## config.mk

```make
export PLATFORM = sky130hd
export DESIGN_NAME = psi_pat_pmt_section_parser_top
export DESIGN_NICKNAME = d
export VERILOG_FILES = /design/src/design/ppsp_pkg.sv /design/src/design/ppsp_front.sv /design/src/design/ppsp_queue.sv /design/src/design/psi_pat_pmt_section_parser_top.sv
export SDC_FILE = /design/constraint.sdc
export NUM_CORES = 1
export LEC_CHECK = 0
export BUFFER_PORTS_ARGS = -buffer_cell sky130_fd_sc_hd__buf_2
export CORE_MARGIN = 5
export CORE_UTILIZATION = 30
export CTS_CLUSTER_DIAMETER = 40
export DETAILED_ROUTE_END_ITERATION = 8
export PLACE_DENSITY = 0.57
export SLEW_MARGIN = 20
export SYNTH_ARGS = -nofsm -noshare
export SYNTH_HDL_FRONTEND = slang
export SYNTH_SLANG_ARGS = --single-unit
```

## constraint.sdc

```tcl
create_clock -name clk -period 4.7 [get_ports clk]
set_input_delay 0.705 -clock clk [delete_from_list [all_inputs] [get_ports clk]]
set_output_delay 0.705 -clock clk [all_outputs]
set_load 0.02 [all_outputs]
```

## src/design/ppsp_pkg.sv

```systemverilog
// Shared types and constants for the PAT/PMT section parser.
package ppsp_pkg;

    localparam int DEF_MAX_SECTION_BYTES = 1024;
    localparam int QUEUE_DEPTH = 4;

    localparam logic [1:0] KIND_PROGRAM = 2'd0;
    localparam logic [1:0] KIND_NETWORK = 2'd1;
    localparam logic [1:0] KIND_STREAM  = 2'd2;
    localparam logic [1:0] KIND_END     = 2'd3;

    localparam int PAT_FIRST_ENTRY_END = 11;
    localparam int PMT_INFO_LEN_POS    = 11;
    localparam int PMT_HEADER_BYTES    = 12;
    localparam int ES_HEADER_BYTES     = 5;
    localparam int CRC_BYTES           = 4;
    localparam int ES_PID_OFFSET       = 2;
    localparam int ES_LEN_OFFSET       = 4;
    localparam logic [7:0] COUNT_MAX   = 8'hff;

    typedef struct packed {
        logic [7:0]  data_byte;
        logic [10:0] section_size;
        logic [12:0] table_pid;
    } item_t;

    typedef struct packed {
        logic [1:0]  result_kind;
        logic [15:0] entry_number;
        logic [12:0] entry_pid;
        logic [7:0]  program_total;
        logic        overrun_error;
    } result_t;

endpackage

```

## src/design/ppsp_front.sv

```systemverilog
// Front end: takes section bytes, tracks position and entries, emits results.
module ppsp_front #(
    parameter int MAX_SECTION_BYTES = ppsp_pkg::DEF_MAX_SECTION_BYTES
) (
    input  logic              clk,
    input  logic              rst_n,
    input  logic              item_valid,
    output logic              item_ready,
    input  ppsp_pkg::item_t   item,
    input  logic              space,
    output logic              push,
    output ppsp_pkg::result_t push_data
);
    import ppsp_pkg::*;

    localparam int PW = $clog2(MAX_SECTION_BYTES);
    localparam int NW = $clog2(MAX_SECTION_BYTES + 4105);

    logic [PW-1:0] pos_reg, pos_next;
    logic [31:0]   held_reg, held_next;
    logic [NW-1:0] nes_reg, nes_next;
    logic [7:0]    cnt_reg, cnt_next;
    logic          err_reg, err_next;

    logic          accept;
    logic          is_pat;
    logic          emit;
    logic [NW-1:0] eff, last, pos_w, off, es_len;
    result_t       res;

    assign item_ready = space;
    assign accept     = item_valid && item_ready;
    assign is_pat     = (item.table_pid == 13'd0);
    assign held_next  = {held_reg[23:0], item.data_byte};
    assign pos_w      = NW'(pos_reg);
    assign es_len     = NW'(held_next[11:0]);
    assign off        = pos_w - nes_reg;

    always_comb
    begin
        if (NW'(item.section_size) > NW'(MAX_SECTION_BYTES))
            eff = NW'(MAX_SECTION_BYTES);
        else if (item.section_size == 11'd0)
            eff = NW'(1);
        else
            eff = NW'(item.section_size);
        last = eff - NW'(1);
    end

    always_comb
    begin
        nes_next = nes_reg;
        cnt_next = cnt_reg;
        err_next = err_reg;
        emit     = 1'b0;
        res      = '0;
        if (is_pat) begin
            if (pos_w >= NW'(PAT_FIRST_ENTRY_END) && pos_reg[1:0] == 2'b11 && pos_w < last)
            begin
                emit             = 1'b1;
                res.entry_number = held_next[31:16];
                res.entry_pid    = held_next[12:0];
                res.result_kind  = (held_next[31:16] == 16'd0) ? KIND_NETWORK : KIND_PROGRAM;
                if (held_next[31:16] != 16'd0 && cnt_reg != COUNT_MAX)
                    cnt_next = cnt_reg + 8'd1;
            end
        end else begin
            if (pos_w == NW'(PMT_INFO_LEN_POS)) begin
                nes_next = NW'(PMT_HEADER_BYTES) + es_len;
                if (nes_next >= eff)
                    err_next = 1'b1;
            end else if (pos_w >= NW'(PMT_HEADER_BYTES) && nes_reg + NW'(CRC_BYTES) < eff &&
                         pos_w >= nes_reg)
            begin
                if (off == NW'(ES_PID_OFFSET)) begin
                    emit             = 1'b1;
                    res.result_kind  = KIND_STREAM;
                    res.entry_number = {8'd0, held_next[23:16]};
                    res.entry_pid    = held_next[12:0];
                end else if (off >= NW'(ES_LEN_OFFSET)) begin
                    nes_next = nes_reg + NW'(ES_HEADER_BYTES) + es_len;
                    if (nes_next >= eff)
                        err_next = 1'b1;
                end
            end
        end
        if (pos_w >= last) begin
            emit              = 1'b1;
            res               = '0;
            res.result_kind   = KIND_END;
            res.program_total = is_pat ? cnt_next : 8'd0;
            res.overrun_error = !is_pat && (err_next || pos_w < NW'(PMT_INFO_LEN_POS));
        end
        pos_next = pos_reg + PW'(1);
    end

    assign push      = accept && emit;
    assign push_data = res;

    always_ff @(posedge clk or negedge rst_n)
    begin
        if (!rst_n) begin
            pos_reg  <= '0;
            held_reg <= '0;
            nes_reg  <= '0;
            cnt_reg  <= '0;
            err_reg  <= 1'b0;
        end else if (accept) begin
            if (pos_w >= last) begin
                pos_reg  <= '0;
                held_reg <= '0;
                nes_reg  <= '0;
                cnt_reg  <= '0;
                err_reg  <= 1'b0;
            end else begin
                pos_reg  <= pos_next;
                held_reg <= held_next;
                nes_reg  <= nes_next;
                cnt_reg  <= cnt_next;
                err_reg  <= err_next;
            end
        end
    end

endmodule

```

## src/design/ppsp_queue.sv

```systemverilog
// Back end: short result queue that drives the output channel.
module ppsp_queue (
    input  logic              clk,
    input  logic              rst_n,
    input  logic              push,
    input  ppsp_pkg::result_t push_data,
    output logic              space,
    output logic              result_valid,
    input  logic              result_ready,
    output ppsp_pkg::result_t result
);
    import ppsp_pkg::*;

    localparam int AW = $clog2(QUEUE_DEPTH);

    result_t       mem [QUEUE_DEPTH];
    logic [AW-1:0] wr_reg, rd_reg;
    logic [AW:0]   cnt_reg;
    logic          pop;

    assign space        = (cnt_reg != (AW+1)'(QUEUE_DEPTH));
    assign result_valid = (cnt_reg != '0);
    assign pop          = result_valid && result_ready;
    assign result       = mem[rd_reg];

    always_ff @(posedge clk)
    begin
        if (push)
            mem[wr_reg] <= push_data;
    end

    always_ff @(posedge clk or negedge rst_n)
    begin
        if (!rst_n) begin
            wr_reg  <= '0;
            rd_reg  <= '0;
            cnt_reg <= '0;
        end else begin
            if (push)
                wr_reg <= wr_reg + AW'(1);
            if (pop)
                rd_reg <= rd_reg + AW'(1);
            if (push && !pop)
                cnt_reg <= cnt_reg + (AW+1)'(1);
            else if (pop && !push)
                cnt_reg <= cnt_reg - (AW+1)'(1);
        end
    end

endmodule

```

## src/design/psi_pat_pmt_section_parser_top.sv

```systemverilog
// Top level of the PAT/PMT section parser: front end plus result queue.
//
// channel  dir  handshake                   payload
// item     in   item_valid / item_ready     item   (data_byte, section_size, table_pid)
// result   out  result_valid / result_ready result (kind, number, pid, total, error)
//
// One byte per cycle while the queue has room; each result is queued with its byte.
// The byte beat is taken whenever the 4-entry result queue has room.
// Reset clears position, held bytes, entry offset, count and error flag.
// A stalled result side stalls the byte side only once the queue is full.
module psi_pat_pmt_section_parser_top #(
    parameter int MAX_SECTION_BYTES = ppsp_pkg::DEF_MAX_SECTION_BYTES
) (
    input  logic              clk,
    input  logic              rst_n,
    input  logic              item_valid,
    output logic              item_ready,
    input  ppsp_pkg::item_t   item,
    output logic              result_valid,
    input  logic              result_ready,
    output ppsp_pkg::result_t result
);
    import ppsp_pkg::*;

    logic    space;
    logic    push;
    result_t push_data;

    ppsp_front #(
        .MAX_SECTION_BYTES(MAX_SECTION_BYTES)
    ) u_front (
        .clk       (clk),
        .rst_n     (rst_n),
        .item_valid(item_valid),
        .item_ready(item_ready),
        .item      (item),
        .space     (space),
        .push      (push),
        .push_data (push_data)
    );

    ppsp_queue u_queue (
        .clk         (clk),
        .rst_n       (rst_n),
        .push        (push),
        .push_data   (push_data),
        .space       (space),
        .result_valid(result_valid),
        .result_ready(result_ready),
        .result      (result)
    );

endmodule
```

==> impl_metrics.py <==
metrics = {
    "global_routing": {
        "grt_remaining_overflow": 0,
        "globalRouteTotalUtil_pct": 13.3,
        "grt_pass1_vias": 8516,
        "grt_max_degree": 41,
        "antenna_found_initial": 0,
        "grt_pass1_wl_um": 47700,
    },
    "timing": {
        "final-hold-violation-count": 0,
        "total_negative_slack_for_setup_checks_ps": 0,
        "clock.fmax_ghz": 0.235,
        "setup_viol": 0,
        "slew_headroom_pct": 29.9,
        "tightest_slew_ps": 1050,
        "report.final.slew_viol_count": 0,
        "fin_crit_share_pct": 90.7,
        "clock_skew_ps": 8.86,
        "final_period_minus_worst_setup_slack_ps": 4260,
        "grt_setup_unrepaired": "no",
    },
    "final_layout": {
        "layout-area-overhead-vs-synth_pct": 18.6,
        "largest_register_ff_count": 160,
        "drive_gt1_share_pct": 20.3,
        "n_fill_cell": 3906,
        "antennaDiodeCount": 0,
        "layout.cells.most_common_list": "sky130_fd_sc_hd__edfxtp_1, sky130_fd_sc_hd__nand2_1, sky130_fd_sc_hd__ha_1",
        "final-instance-count-excl-fill": 1640,
        "most_frequent_standard_cell_in_the_layout_excluding_fill_and_tap_cells": "sky130_fd_sc_hd__edfxtp_1",
        "layout.nets": 1215,
    },
    "logic_synthesis": {
        "synth-seq-cells": 223,
        "synth-warning-count": 0,
        "postSynth.asyncResetShare_pct": 28.3,
        "synth_edf_count": 160,
        "synth.cell_area_sq_mm": 0.0120,
        "syn-num-nets": 1108,
        "post_synth_inst_count": 984,
        "ys_dominant_reg_cell": "sky130_fd_sc_hd__edfxtp_1",
        "avgSynthCellArea_sq_um": 12.2,
        "sequential_element_share_of_the_synthesized_area_pct": 53.1,
        "post_synth_num_cell_types": 73,
    },
    "floorplanning": {
        "core_area_sq_mm": 0.0396,
        "die_width_um": 210,
        "total_die_area_sq_mm": 0.0442,
        "design.portCount": 78,
        "row_count": 73,
        "floorplan.initialDensity_pct": 30.3,
        "die_height_um": 210,
    },
    "worst_setup_path": {
        "worstPathRequired_ps": 5150,
        "crit_chain": "ha_1 > nand2_1 > or2_0 > xnor2_1 > ha_1 > a21oi_1 > o21ai_0 > a2111oi_0 > a21oi_1 > and4b_1 > nand4_4 > a31oi_4 > ha_1 > inv_1 > fa_1 > xor2_1 > nor2_1 > xor2_1",
        "worst_setup_path_start_kind": "register",
        "cpPeakStageDelay_ps": 410,
        "critPathMostFrequentCell": "sky130_fd_sc_hd__ha_1",
        "path_max_fanout": 5,
        "arrival_ps": 4720,
        "slowest_cell_on_the_critical_path": "sky130_fd_sc_hd__dfrtp_1",
        "timing.setup.critical_path_class": "register to register",
        "critical_path.endpoint_type": "register",
    },
    "clocking": {
        "clkLatencyLatePin_ps": 530,
        "post_cts_resized": 0,
        "cts_max_path_buffers": 3,
        "postCtsSetupBuffers": 0,
        "cts_tree": "built",
        "cts_hold_repair.buffers": 0,
        "tritoncts_num_sinks": 223,
        "clock_pin_slew_reported_for_the_worst_setup_and_hold_paths_after_clock_tree_synthesis_ps": 50,
        "clock_tree.root_cell": "sky130_fd_sc_hd__clkbuf_16",
        "numCtsBuffers": 31,
        "cts-htree-levels": 1,
    },
    "route": {
        "total_length_of_routed_wires_um": 29300,
        "num_vias": 8207,
        "postRouteAntennaNets": 0,
        "post_drt_via_cell_ratio": 5.00,
        "wl_per_cell_um": 17.9,
        "drt_drc_violations_left": 0,
        "detailedRoute.firstIterationViolations": 426,
        "detail_route.first_pass.iterations": 5,
    },
    "power": {
        "cellLeakagePower_nw": 5.37,
        "irDropWorstVdd_v": 0.000309,
        "power_switching_mw": 2.93,
        "share_clk_of_total_power_pct": 28.7,
        "seq_power_share_pct": 32.1,
        "fraction_of_power_spent_switching_nets_pct": 36.5,
        "p_comb_share_pct": 39.2,
        "power_report.internal_total_mw": 5.09,
        "pwr_density_cell_mw_per_mm2": 563,
    },
    "worst_hold_path": {
        "holdCritPathClass": "input port to async pin",
    },
    "run": {
        "drv_cap": 0,
    },
    "placed_design": {
        "dpl.hpwl_um": 21100,
        "gp_routability_congestion": 0.876,
        "placedCellCount": 1583,
        "io_buffers": 77,
    },
    "run_status": {
        "status": "finished, final reports clean",
    },
}
[metal layers]
metal  vias up  global-route usage [%]  share of wire [%]  wire length, um
li1       3946                       -                  -                -
met1      4034                    18.5                 46            13600
met2       181                    22.0                 47            13800
met3        46                    2.17                4.5             1320
met4         0                    2.99                1.9              551
met5         -                       0                  0                0
[final timing paths]
path	start	endpoint	slack, ps	cells past startpoint
max reg2reg	u_front.nes_reg[2]$_DFFE_PN0P_	u_queue.cnt_reg[2]$_DFFE_PN0P_	440	18
max in group asynchronous	rst_n	u_front.cnt_reg[3]$_DFFE_PN0P_	3490	2
max	u_front.nes_reg[2]$_DFFE_PN0P_	u_queue.cnt_reg[2]$_DFFE_PN0P_	440	18
min	rst_n	u_queue.rd_reg[0]$_DFFE_PN0P_	240	1
min in group clk	result_ready	u_queue.rd_reg[1]$_DFFE_PN0P_	490	3
min reg2reg	u_queue.cnt_reg[2]$_DFFE_PN0P_	u_queue.cnt_reg[2]$_DFFE_PN0P_	500	1
[synth_stat cells (3+ instances only)]
| master | instances | share of area [%] |
|---|---|---|
| sky130_fd_sc_hd__nand4_1 | 12 | 0.62 |
| sky130_fd_sc_hd__or2_2 | 4 | 0.21 |
| sky130_fd_sc_hd__mux2i_1 | 4 | 0.33 |
| sky130_fd_sc_hd__nor3_1 | 17 | 0.71 |
| sky130_fd_sc_hd__nor2_1 | 61 | 1.9 |
| sky130_fd_sc_hd__o211ai_1 | 8 | 0.50 |
| sky130_fd_sc_hd__xnor2_1 | 26 | 1.9 |
| sky130_fd_sc_hd__or3_1 | 6 | 0.31 |
| sky130_fd_sc_hd__a21o_1 | 6 | 0.37 |
| sky130_fd_sc_hd__xor2_1 | 20 | 1.5 |
| sky130_fd_sc_hd__mux4_2 | 40 | 7.5 |
| sky130_fd_sc_hd__buf_1 | 9 | 0.28 |
| sky130_fd_sc_hd__o31ai_1 | 10 | 0.62 |
| sky130_fd_sc_hd__nand2b_1 | 7 | 0.36 |
| sky130_fd_sc_hd__nand3_1 | 20 | 0.83 |
| sky130_fd_sc_hd__clkbuf_1 | 20 | 0.62 |
| sky130_fd_sc_hd__inv_1 | 29 | 0.91 |
| sky130_fd_sc_hd__ha_1 | 86 | 9.0 |
| sky130_fd_sc_hd__a22o_1 | 14 | 1.0 |
| sky130_fd_sc_hd__nand2_1 | 124 | 3.9 |
| sky130_fd_sc_hd__o21ai_0 | 62 | 2.6 |
| sky130_fd_sc_hd__mux2_2 | 4 | 0.37 |
| sky130_fd_sc_hd__and2_1 | 37 | 1.9 |
| sky130_fd_sc_hd__a2111oi_0 | 4 | 0.29 |
| sky130_fd_sc_hd__a21oi_1 | 32 | 1.3 |
| sky130_fd_sc_hd__a221oi_1 | 3 | 0.22 |
| sky130_fd_sc_hd__a211oi_1 | 8 | 0.50 |
| sky130_fd_sc_hd__buf_2 | 5 | 0.21 |
| sky130_fd_sc_hd__nor4_1 | 10 | 0.52 |
| sky130_fd_sc_hd__edfxtp_1 | 160 | 40 |
| sky130_fd_sc_hd__and3_1 | 7 | 0.36 |
| sky130_fd_sc_hd__o21a_1 | 5 | 0.31 |
| sky130_fd_sc_hd__a31oi_1 | 8 | 0.42 |
| sky130_fd_sc_hd__o2111ai_1 | 3 | 0.22 |
| sky130_fd_sc_hd__dfrtp_1 | 63 | 13 |
| sky130_fd_sc_hd__o21ai_1 | 3 | 0.12 |
| sky130_fd_sc_hd__nor2b_1 | 6 | 0.31 |
[critical path, delay by kind of cell, from the launching register on]
kind | cells | cell delay [ps]
AOI/OAI and AO/OA | 5 | 1010
DFF | 1 | 410
and+or+nand+nor | 5 | 1000
xor gates and xnor gates | 3 | 580
buffers and inverters | 1 | 60
adders and majority gates | 4 | 1110
[through the flow]
| stage | setup slack, ps | util (%) | hold WS [ps] | total power, mW | instance area, sq um |
|---|---|---|---|---|---|
| global route | 119 | 36.0 | 273 | 8.61 | 14300 |
| detailed placement | 85.7 | 33.3 | 472 | 5.78 | 13200 |
| global placement | 122 | 33.3 | 466 | 5.74 | 13200 |
| finish | 436 | 36.0 | 240 | 8.02 | 14300 |
| CTS | 457 | 36.0 | 241 | 8.12 | 14300 |
| floorplan | 189 | - | 409 | 4.86 | 12000 |
[layout make-up]
type,count,area (sq um),share of cell area (%)
inverters,29,109,0.763
flip-flops and latches,223,6380,44.8
clock inverters,18,226,1.59
multi-input cells,696,5380,37.8
clock buffers,39,816,5.72
repair buffers,110,683,4.79
well taps,525,657,4.61
[logic make-up (layout without fill, tap and decap cells)]
logic type      after synthesis  after routing  share of synthesized area (%)
compound gates              189            189                           10.6
xor+xnor                     46             46                           3.35
fa+ha+maj                    88             88                           9.29
buf+inv                      65            196                           2.18
flops                       223            223                           53.1
mux                          49             49                           8.33
simple gates                324            324                           13.1
[power groups by stage]
stage | registers (mW) | clock network, mW | logic, mW
floorplan | 2.46 | 0 | 2.40
global placement | 2.61 | 0 | 3.13
detailed placement | 2.61 | 0 | 3.17
CTS | 2.58 | 2.35 | 3.19
global route | 2.61 | 2.46 | 3.54
finish | 2.57 | 2.30 | 3.15
Note: power is estimated with default switching activity, not from simulation.
